--- src/design/graph_threshold_segmentation_core_macros.svh ---
// Assertion macros used by the top-level core design file.
`ifndef GRAPH_THRESHOLD_SEGMENTATION_CORE_MACROS_SVH
`define GRAPH_THRESHOLD_SEGMENTATION_CORE_MACROS_SVH

// Same-cycle implication, disabled during reset.
`define GTS_ASSERT_IMP(lbl, clk, rst_n, ante, cons, msg) \
    lbl: assert property (@(posedge clk) disable iff (!(rst_n)) (ante) |-> (cons)) \
        else $error(msg);

// Next-cycle implication, disabled during reset.
`define GTS_ASSERT_NXT(lbl, clk, rst_n, ante, cons, msg) \
    lbl: assert property (@(posedge clk) disable iff (!(rst_n)) (ante) |=> (cons)) \
        else $error(msg);

`endif

--- src/design/gts_front.sv ---
module gts_front #(
    parameter int MAX_EDGES = 256
) (
    input  logic i_clk,
    input  logic i_rst_n,
    input  logic i_push,
    input  logic i_last,
    output logic o_full,
    output logic o_q_push,
    input  logic i_q_full,
    output logic o_keep,
    output logic o_ovf
);

    localparam int FW = $clog2(MAX_EDGES + 1);

    logic [FW-1:0] r_fill;
    logic          r_ovf;
    logic          acc;

    assign o_full   = i_q_full;
    assign acc      = i_push && !i_q_full;
    assign o_q_push = acc;
    assign o_keep   = (r_fill < FW'(MAX_EDGES));
    assign o_ovf    = r_ovf || !o_keep;

    always_ff @(posedge i_clk) begin
        if (!i_rst_n) begin
            r_fill <= '0;
            r_ovf  <= 1'b0;
        end else if (acc) begin
            if (i_last) begin
                r_fill <= '0;
                r_ovf  <= 1'b0;
            end else begin
                r_fill <= r_fill + FW'(o_keep);
                r_ovf  <= o_ovf;
            end
        end
    end

endmodule

--- config.mk ---
export PLATFORM = sky130hd
export DESIGN_NAME = gts_front
export DESIGN_NICKNAME = d
export VERILOG_FILES = /design/src/design/graph_threshold_segmentation_core_macros.svh /design/src/design/gts_front.sv
export SDC_FILE = /design/constraint.sdc
export NUM_CORES = 1
export LEC_CHECK = 0
export BUFFER_PORTS_ARGS = -buffer_cell sky130_fd_sc_hd__buf_2
export CAP_MARGIN = 20
export CORE_AREA = 2 2 39 41
export CTS_CLUSTER_SIZE = 10
export DETAILED_ROUTE_END_ITERATION = 8
export DIE_AREA = 0 0 41 43
export PLACE_DENSITY_LB_ADDON = 0.25
export SLEW_MARGIN = 20
export SYNTH_ARGS = -nofsm -noshare
export SYNTH_HDL_FRONTEND = slang
export SYNTH_SLANG_ARGS = --single-unit
--- constraint.sdc ---
create_clock -name i_clk -period 4.6 [get_ports i_clk]
set_clock_uncertainty 0.1 [all_clocks]
set_input_delay 0.92 -clock i_clk [delete_from_list [all_inputs] [get_ports i_clk]]
set_output_delay 0.92 -clock i_clk [all_outputs]
set_load 0.02 [all_outputs]
# Yosys cells after proc, flatten, opt, wreduce, memory -nomap -nowiden
# Cells that the tools add are included.
classes:
  addsub: 1
  n_lt_le_gt_ge: 1
  n_mux: 2
  reduce_logical: 4
ops:
  columns: ["op", "count"]
  rows:
  - ["$add 9x1->9", 1]
  - ["$lt 9x9->1 const B", 1]
  - ["$mux 9", 1]
  - ["$logic_not 1->1", 2]
  - ["$logic_and 1x1->1", 1]
  - ["$logic_or 1x1->1", 1]
  - ["$mux 1", 1]
totals:
  register_bits: 10
  output_inout_bits: 4
  word_cells: 10

# Logic depth before layout (Yosys ltp)
logic_depth:
  ltp_word: 4
  ltp_mapped: 6

# Least setup slack after synthesis
# No wires, ideal clock.
synth_path:
  kind: "input-to-output"
  start: "input port i_q_full"
  end: "output port o_q_push"
  arrival_time_ns: 1.407
  required_ns: 3.580
  setup_slack_ns: 2.173
  path_stages: 3
  path_cell_list: "nand2b_4 buf_2 inv_1"
synth_between:
  elab_chain_len: 2
synth_rtl:
  columns: ["element", "line_no", "rtl"]
  rows:
  - ["from (decl)", "gts_front.sv:10", "input logic i_q_full,"]
  - ["$logic_not 1->1", "gts_front.sv:22", "assign acc = i_push && !i_q_full;"]
  - ["$logic_and 1x1->1", "gts_front.sv:22", null]
  - ["to (decl)", "gts_front.sv:9", "output logic o_q_push,"]
# No other way between the ends.

# Worst setup path in the final report
# Ends and elaborated chain as after synthesis.

==> impl_metrics.env <==
export IMPL_synth_top_area_share_pct=41.24
export IMPL_htree_num_levels=1
export IMPL_dpl_cell_count=77
export IMPL_final_antenna_net_count=0
export IMPL_synth_top_cell_by_area="dfxtp_1"
export IMPL_synthesis_area_um2=485.5
export IMPL_drc=0
export IMPL_start_kind="input pin"
export IMPL_die_w_um=41
export IMPL_async_reset_ff_share_pct=0
export IMPL_synth_cell_type_count=20
export IMPL_drive_above_1_share_pct=27.69
export IMPL_criticalPathCategory="input pin to output port"
export IMPL_antenna_found_initial=0
export IMPL_dp_slack_ns=2.051
export IMPL_firstDrtPassIters=4
export IMPL_synth_most_common_cell="dfxtp_1"
export IMPL_dieArea_mm2=0.001763
export IMPL_clockBufferDepth=2
export IMPL_vdd_ir_drop_max_mv=0.1735
export IMPL_arrival_ns=1.54
export IMPL_drt_wl_total_um=909
export IMPL_ctsResizeCount=0
export IMPL_drtIter0Drc=4
export IMPL_cp_data_required_time_ns=3.58
export IMPL_status="finished, final reports clean"
export IMPL_rsz0062_at_grt="false"
export IMPL_min_from="r_ovf"
export IMPL_areaGrowthSynthToFinish_pct=17.27
export IMPL_ios=9
export IMPL_cts_setup_buffers=0
export IMPL_num_rows=14
export IMPL_syn_avg_cell_area_um2=8.827
export IMPL_via_per_inst=5.259
export IMPL_cts_tree="yes"
export IMPL_clkTransAtPathRegs_ns=0.07
export IMPL_wl_per_cell_um=11.22
export IMPL_post_route_period_util_pct=55.55
export IMPL_clkLatencyLatePin_ns=0.26
export IMPL_r2r_start="r_fill[8]"
export IMPL_nets=73
export IMPL_synth_commonest_cells="dfxtp_1, a21oi_1, nand2_1"
export IMPL_power_density_mw_per_mm2=314.0
export IMPL_ys_top_cells_by_area="dfxtp_1, a21oi_1, o31ai_1"
export IMPL_setup_violations=0
export IMPL_start_util_pct=35.08
export IMPL_slew_headroom_pct=72.30
export IMPL_worst_pin_slew_ns=0.4155
export IMPL_synthCells=55
export IMPL_cts_hold_buffers_added=0
export IMPL_grt_pass1_wl_mm=1.614
export IMPL_synth_ff_type="dfxtp_1"
export IMPL_fmax_mhz=391.3
export IMPL_core_area_mm2=0.001384
export IMPL_io_buffers=8
export IMPL_tns_ns=0
export IMPL_hold_path_class="flop to flop"
export IMPL_whs_ns=0.3636
export IMPL_p_leak_nw=0.2097
export IMPL_ys_seq_area_share_pct=41.24
export IMPL_ys_seq_elements=10
export IMPL_cts_root_buf="clkbuf_4"
export IMPL_numCtsBuffers=3
export IMPL_final_hold_violation_count=0
export IMPL_maxSlewViolCount=0
export IMPL_period_minus_slack_ns=2.555
export IMPL_crit_start="i_q_full"
export IMPL_synth_edf_count=0
export IMPL_grt_pass1_vias=388
export IMPL_dieHeight_um=43
export IMPL_endpoint_kind="output port"
export IMPL_final_core_util_pct=41.14
export IMPL_syn_nets=62
export IMPL_place_congestion=0.6759
export IMPL_grt_ovfl_total=0
export IMPL_vias=426
export IMPL_grt_max_degree=17
export IMPL_cap_viol_max_count=0
export IMPL_finalNonFillerCells=81
export IMPL_layout_setup_ws_ns=2.045
export IMPL_antenna_cells=0
export IMPL_crit_fanout=16
export IMPL_hpwl_um=620.2
export IMPL_yosysWarnings=0
export IMPL_grt_use_total_pct=13.56
export IMPL_cts_sinks=10
-- through the flow --
step	cell area (µm²)	power [mW]
floorplan	485.5	0.09814
global placement	533.0	0.1018
detailed placement	533.0	0.1017
CTS	569.3	0.1819
global route	569.3	0.1848
finish	569.3	0.1787
-- registers in the layout, summed over array words and instances, names as in the netlist --
| name | cells |
|---|---|
| r_fill | 9 |
| r_ovf | 1 |
-- power breakdown --
| group | total (mW) | leakage (nW) | internal, mW | switching, mW |
|---|---|---|---|---|
| Clock | 0.0791 | 0.0210 | 0.0481 | 0.0311 |
| Combinational | 0.0118 | 0.108 | 0.00427 | 0.00757 |
| Sequential | 0.0878 | 0.0807 | 0.0873 | 0.000466 |
| Total | 0.179 | 0.210 | 0.140 | 0.0391 |
-- critical path, cell delays in order --
cell,delay [ns]
buf_2,0.11
nand2b_4,0.20
inv_1,0.13
buf_2,0.18
-- path summary, 6_finish.rpt --
path / cells past startpoint / to / slack, ns
max: 4 / o_q_push / 2.04
min: 2 / r_ovf / 0.36
max reg2reg: 6 / r_fill[8] / 2.87
min reg2reg: 2 / r_ovf / 0.36
-- cells in the final DEF (no fill, tap or decap), drive strengths merged --
| cell | count |
|---|---|
| nand3 | 2 |
| or2 | 1 |
| inv | 3 |
| nand4 | 2 |
| xor2 | 1 |
| nand3b | 1 |
| nor2 | 2 |
| nand2 | 6 |
| nand2b | 1 |
| ha | 2 |
| or3 | 2 |
| o31ai | 4 |
| or4 | 4 |
| o21ai | 3 |
| dfxtp | 10 |
| buf | 8 |
| a21oi | 9 |
| clkbuf | 4 |
-- logic make-up after synthesis --
family	Yosys count	share of synthesized area, %
compound gates	16	19.33
fa+ha+maj	2	5.154
simple gates	21	27.58
buf+inv	5	4.896
flops	10	41.24
xor+xnor	1	1.804
-- per-layer routing --
| metal | part of all wire, % | global-route usage [%] | vias up |
|---|---|---|---|
| met1 | 45 | 16.17 | 188 |
| met4 | 2.2 | 8.000 | 0 |
| met2 | 48 | 20.00 | 13 |
| met5 | 0 | 0 | - |
| li1 | - | - | 221 |
| met3 | 4.7 | 4.712 | 4 |
-- cell type report --
class	count	area, µm²
clock buffer	4	36.28
fill	144	814.5
inverter	3	11.26
multi-input combinational	40	261.5
sequential	10	200.2
tap	16	20.02
timing repair buffer	8	40.04
Power figures use the tool's default switching activity.
