--- src/design/graph_threshold_segmentation_core_macros.svh ---
// Assertion macros used by the top-level core design file.
`ifndef GRAPH_THRESHOLD_SEGMENTATION_CORE_MACROS_SVH
`define GRAPH_THRESHOLD_SEGMENTATION_CORE_MACROS_SVH

// Same-cycle implication, disabled during reset.
`define GTS_ASSERT_IMP(lbl, clk, rst_n, ante, cons, msg) \
    lbl: assert property (@(posedge clk) disable iff (!(rst_n)) (ante) |-> (cons)) \
        else $error(msg);

// Next-cycle implication, disabled during reset.
`define GTS_ASSERT_NXT(lbl, clk, rst_n, ante, cons, msg) \
    lbl: assert property (@(posedge clk) disable iff (!(rst_n)) (ante) |=> (cons)) \
        else $error(msg);

`endif

--- src/design/gts_fifo.sv ---
module gts_fifo #(
    parameter int WIDTH = 8,
    parameter int DEPTH = 4
) (
    input  logic             i_clk,
    input  logic             i_rst_n,
    input  logic             i_push,
    input  logic [WIDTH-1:0] i_data,
    output logic             o_full,
    input  logic             i_pop,
    output logic [WIDTH-1:0] o_data,
    output logic             o_empty
);

    localparam int PW   = (DEPTH > 1) ? $clog2(DEPTH) : 1;
    localparam int CNTW = $clog2(DEPTH + 1);

    logic [WIDTH-1:0] r_mem [DEPTH];
    logic [PW-1:0]    r_wp;
    logic [PW-1:0]    r_rp;
    logic [CNTW-1:0]  r_cnt;
    logic             push_ok;
    logic             pop_ok;

    assign o_full  = (r_cnt == CNTW'(DEPTH));
    assign o_empty = (r_cnt == '0);
    assign push_ok = i_push && !o_full;
    assign pop_ok  = i_pop && !o_empty;
    assign o_data  = r_mem[r_rp];

    always_ff @(posedge i_clk) begin
        if (push_ok) begin
            r_mem[r_wp] <= i_data;
        end
    end

    always_ff @(posedge i_clk) begin
        if (!i_rst_n) begin
            r_wp  <= '0;
            r_rp  <= '0;
            r_cnt <= '0;
        end else begin
            if (push_ok) begin
                r_wp <= (r_wp == PW'(DEPTH - 1)) ? '0 : r_wp + PW'(1);
            end
            if (pop_ok) begin
                r_rp <= (r_rp == PW'(DEPTH - 1)) ? '0 : r_rp + PW'(1);
            end
            if (push_ok && !pop_ok) begin
                r_cnt <= r_cnt + CNTW'(1);
            end else if (pop_ok && !push_ok) begin
                r_cnt <= r_cnt - CNTW'(1);
            end
        end
    end

endmodule

--- config.mk ---
export PLATFORM = sky130hd
export DESIGN_NAME = gts_fifo
export DESIGN_NICKNAME = d
export VERILOG_FILES = /design/src/design/graph_threshold_segmentation_core_macros.svh /design/src/design/gts_fifo.sv
export SDC_FILE = /design/constraint.sdc
export NUM_CORES = 1
export LEC_CHECK = 0
export ABC_CLOCK_PERIOD_IN_PS = 2400
export BUFFER_PORTS_ARGS = -buffer_cell sky130_fd_sc_hd__buf_2
export CAP_MARGIN = 20
export CORE_ASPECT_RATIO = 1.1
export CORE_MARGIN = 3
export CORE_UTILIZATION = 40
export CTS_BUF_LIST = sky130_fd_sc_hd__clkbuf_4 sky130_fd_sc_hd__clkbuf_8 sky130_fd_sc_hd__clkbuf_16
export DETAILED_ROUTE_END_ITERATION = 6
export SLEW_MARGIN = 20
export SYNTH_ARGS = -nofsm -noshare
export SYNTH_HDL_FRONTEND = slang
export SYNTH_SLANG_ARGS = --single-unit
--- constraint.sdc ---
create_clock -name i_clk -period 2.4 [get_ports i_clk]
set_input_delay 0.24 -clock i_clk [delete_from_list [all_inputs] [get_ports i_clk]]
set_output_delay 0.24 -clock i_clk [all_outputs]
set_load 0.005 [all_outputs]
## Yosys cells after proc, flatten, opt, wreduce, memory -nomap -nowiden

Memories as Yosys holds them, arrays and structs flattened. A register that Yosys moved wholly into a read port is not among the register bits.
Cells that the tools add are included.

- Register bits: 7
- Memory bits (writable): 32
- Bits of input ports: 12
- Output and inout bits: 10
- Word-level logic and storage cells: 29
- Memories kept: 1

- Add/subtract/negate cells: 4
- Equal/unequal tests: 3
- Multiplexer cells: 8
- Reduce and logical (&&, ||, !) cells: 10

Memories:

| memory | words | bits a word | read ports | clocked after Yosys merged registers in | write ports | line | text |
|---|---|---|---|---|---|---|---|
| r_mem | 4 | 8 | 1 | 1 | 1 | gts_fifo.sv:18 | `logic [WIDTH-1:0] r_mem [DEPTH];` |

Operator list:

| operator | count |
|---|---|
| $mux 2 | 4 |
| $mux 3 | 2 |
| $add 2x1->2 const B | 2 |
| $eq 2x2->1 const B | 2 |
| $logic_and 1x1->1 | 4 |
| $logic_not 1->1 | 4 |
| $add 3x1->3 const B | 1 |
| $eq 3x3->1 const B | 1 |
| $logic_not 3->1 | 1 |
| $sub 3x1->3 const B | 1 |
| $mux 1 | 2 |
| $reduce_bool 2->1 | 1 |

## Longest topological paths before layout

- Depth in word-level cells: 7
- Gate-level depth with buffers: 9
- Gate-level depth less buffers: 8

## Least setup slack after synthesis

OpenSTA, ideal clock, no wires.

- Path kind: register -> register
- From: reg r_cnt[0]
- To: reg r_cnt[2]
- Library setup time: 0.076 ns
- Arrival time: 2.017 ns
- Data required time: 2.324 ns
- Path slack: 0.307 ns
- Cell stages (with the launch flop): 8
- Path buffers: 0
- Period minus slack after synthesis: 2.093 ns
- Cell sequence: dfxtp_1 o31ai_1 ha_1 inv_1 fa_1 xor2_1 or3_1 a21boi_0

- Cells in the longest elaborated chain, start to end: 6
- Elaborated cells on any way between the ends: 15
- Classes of those cells: 2 x add/sub; 1 x eq/ne; 2 x mux; 10 x reduce/logical

Ends and longest elaborated chain:

| item | line | text |
|---|---|---|
| from (decl) | gts_fifo.sv:21 | `logic [CNTW-1:0] r_cnt;` |
| from (signal assigned) | gts_fifo.sv:50 | `r_cnt <= r_cnt + CNTW'(1);` |
| from (signal assigned) | gts_fifo.sv:52 | `r_cnt <= r_cnt - CNTW'(1);` |
| branches (longest 6 deep; another with $sub 3x1->3) | -- |  |

Parallel ways; which one is timed is not known. The select of a mux whose other input is x is not followed.
A chain may end at the register's enable or synchronous reset.

## Worst setup path in the final report

Ends and elaborated chain as after synthesis.

==> metrics.txt <==
status=finished clean; Syn Inst Count=93; share of cells above drive strength 1=0.333; P&R area growth vs syn=17.0%; largest net degree at the start of global routing=14; Yosys warnings=0; CP Class=flop to flop; final core occ=0.506; crit-path leading delay family=adder cells; clock-pin slew on the worst setup and hold paths=0.08 ns; cts hold-fix bufs=0; clk sinks=41; Pleak=0.700 nW; total iterations of the first detailed-routing run=4; CP bufs+invs=1; worst path arrival time=2.38 ns; worst-path fanout max=5; CTS tree=built; vias=833; most frequent cells in the layout=edfxtp_1, buf_2, dfxtp_1; Hold Fails Final Rpt=0; Placeable Area=3770 um^2; Seq/Total Area, Yosys=0.700; Setup-failing EPs final=0; Die Wd=66.9 um; worst path required time=2.60 ns; pre-CTS setup slack=0.267 ns; Post-Syn Nets=112; final period utilization=0.909; EDFF count, synth=32; drt drc=0; Die H=73.0 um; most common cell after layout, fill and taps aside=edfxtp_1; Worst-Margin Slew=0.550 ns; CTS Buffer Depth=2; RSZ-0062 raised after global routing=false; ys flop type=edfxtp_1; Final nets=138; crit path max-delay cell type=fa_1; critical path cell sequence=o31ai_1, ha_1, inv_1, fa_1, xor2_1, or3_1, a21boi_0; critical path's largest stage delay=0.39 ns; n_diodes=0; setup ws final=0.218 ns; WL final=2550 um; Via density=4.90; MaxCap Viol Count=0; maximum VDD drop=0.624 mV; first-pass GRT wire length=4270 um; shortest clock period the worst path allows after layout=2.18 ns; Reg area=1140 um^2; CTS H-tree depth=2; Skew-Pair Late Insertion Delay=0.28 ns; post-DP HPWL=1790 um; Pwr Total=0.00194 W; Initial DRC Count=19; GRT Overall Usage=0.120; die area=4880 um^2; hold_ws=0.167 ns; port buffer count=21; vias in the first global route=897; cts repair resizes=0; achievable frequency=458 MHz; row count=23; Worst slew margin=0.633; DRT antenna net count=0; Worst setup EP type=flop; worst hold path type=input port to flop; cell area after synthesis=1630 um^2; Setup Fix Bufs, Post-CTS=0; asr flop ratio synth=0; initial antenna violation count=0; Remaining Overflow, GRT=0; Yosys top cell by area=edfxtp_1; Layout fillers=311; crit start category=flop; multi-input logic area=460 um^2; top cells by area, synth=edfxtp_1, dfxtp_1, mux4_2, ha_1, and2_1; Distinct cells, synth=23; Avg Inst Size Synth=17.5 um^2; Slew Limit Fails=0; Root Driver=clkbuf_8; Cell Pwr Density=1020 nW/um^2; I/O pin cnt=22; CTS buffer count=5; Starting Density=0.432; clock skew=0.00585 ns; setup TNS=0 ns; register bit count reported by yosys=41; Synth top area share=0.589; GP Congestion=0.699; Wirelength per Cell=15.0 um
## worst register-to-register path, cell delays in order (launching register included)
cell,delay [ns]
dfxtp_1,0.37
o31ai_1,0.35
ha_1,0.26
inv_1,0.06
fa_1,0.39
xor2_1,0.17
or3_1,0.31
a21boi_0,0.19
## cells in the mapped netlist, drive strengths merged (2+ instances only)
| cell type | count |
|---|---|
| dfxtp | 9 |
| inv | 3 |
| o21ai | 3 |
| edfxtp | 32 |
| and2 | 5 |
| nand2 | 6 |
| mux4 | 8 |
| buf | 3 |
| nor2b | 2 |
| ha | 6 |
| nor2 | 2 |
| nand3 | 2 |
| mux2i | 3 |
## layer usage
layer | share of wire | up-vias | global-route usage
li1 | - | 400 | -
met1 | 0.42 | 405 | 0.145
met5 | 0 | - | 0
met2 | 0.51 | 22 | 0.198
met4 | 0.016 | 0 | 0.0473
met3 | 0.053 | 6 | 0.0401
## metrics by stage
step	area, um^2	cells
CTS	1910	170
detailed placement	1800	162
global route	1910	170
global placement	1800	162
floorplan	1630	93
finish	1910	170
## final timing paths
path              cells past startpoint                   from                    end  slack [ns]
setup / recovery                      7  r_cnt[0]$_SDFFE_PN0P_  r_cnt[2]$_SDFFE_PN0P_        0.22
hold / removal                        1              i_data[4]  r_mem[0][4]$_DFFE_PP_        0.17
setup reg to reg                      7  r_cnt[0]$_SDFFE_PN0P_  r_cnt[2]$_SDFFE_PN0P_        0.22
hold reg to reg                       2   r_wp[1]$_SDFFE_PN0P_   r_wp[1]$_SDFFE_PN0P_        0.51
## area by class of cell
class / instances / area share
inverter: 3 / 0.00591
timing repair buffer: 23 / 0.0630
sequential: 41 / 0.598
tap: 50 / 0.0328
clock inverter: 2 / 0.0184
clock buffer: 6 / 0.0400
multi-input combinational: 45 / 0.241
## state kept, by name, summed over array words and instances (netlist names), named ones only
name   count
r_cnt      3
r_mem     32
r_wp       2
r_rp       2
## kinds of logic after synthesis
kind of cell             count (synthesis)  synth area share
flip-flops                              41             0.700
AND/OR/NAND/NOR                         20            0.0660
multiplexers                            11             0.129
buffers and inverters                    7            0.0176
adder cells (fa/ha/maj)                  7            0.0583
AO/OA/AOI/OAI                            5            0.0184
XOR/XNOR                                 2            0.0107
## power breakdown
| group | internal [W] | switching [W] | leakage, nW |
|---|---|---|---|
| Sequential | 0.000874 | 0.0000935 | 0.367 |
| Combinational | 0.000248 | 0.000186 | 0.274 |
| Clock | 0.000320 | 0.000223 | 0.0586 |
Power figures use the tool's default switching activity.
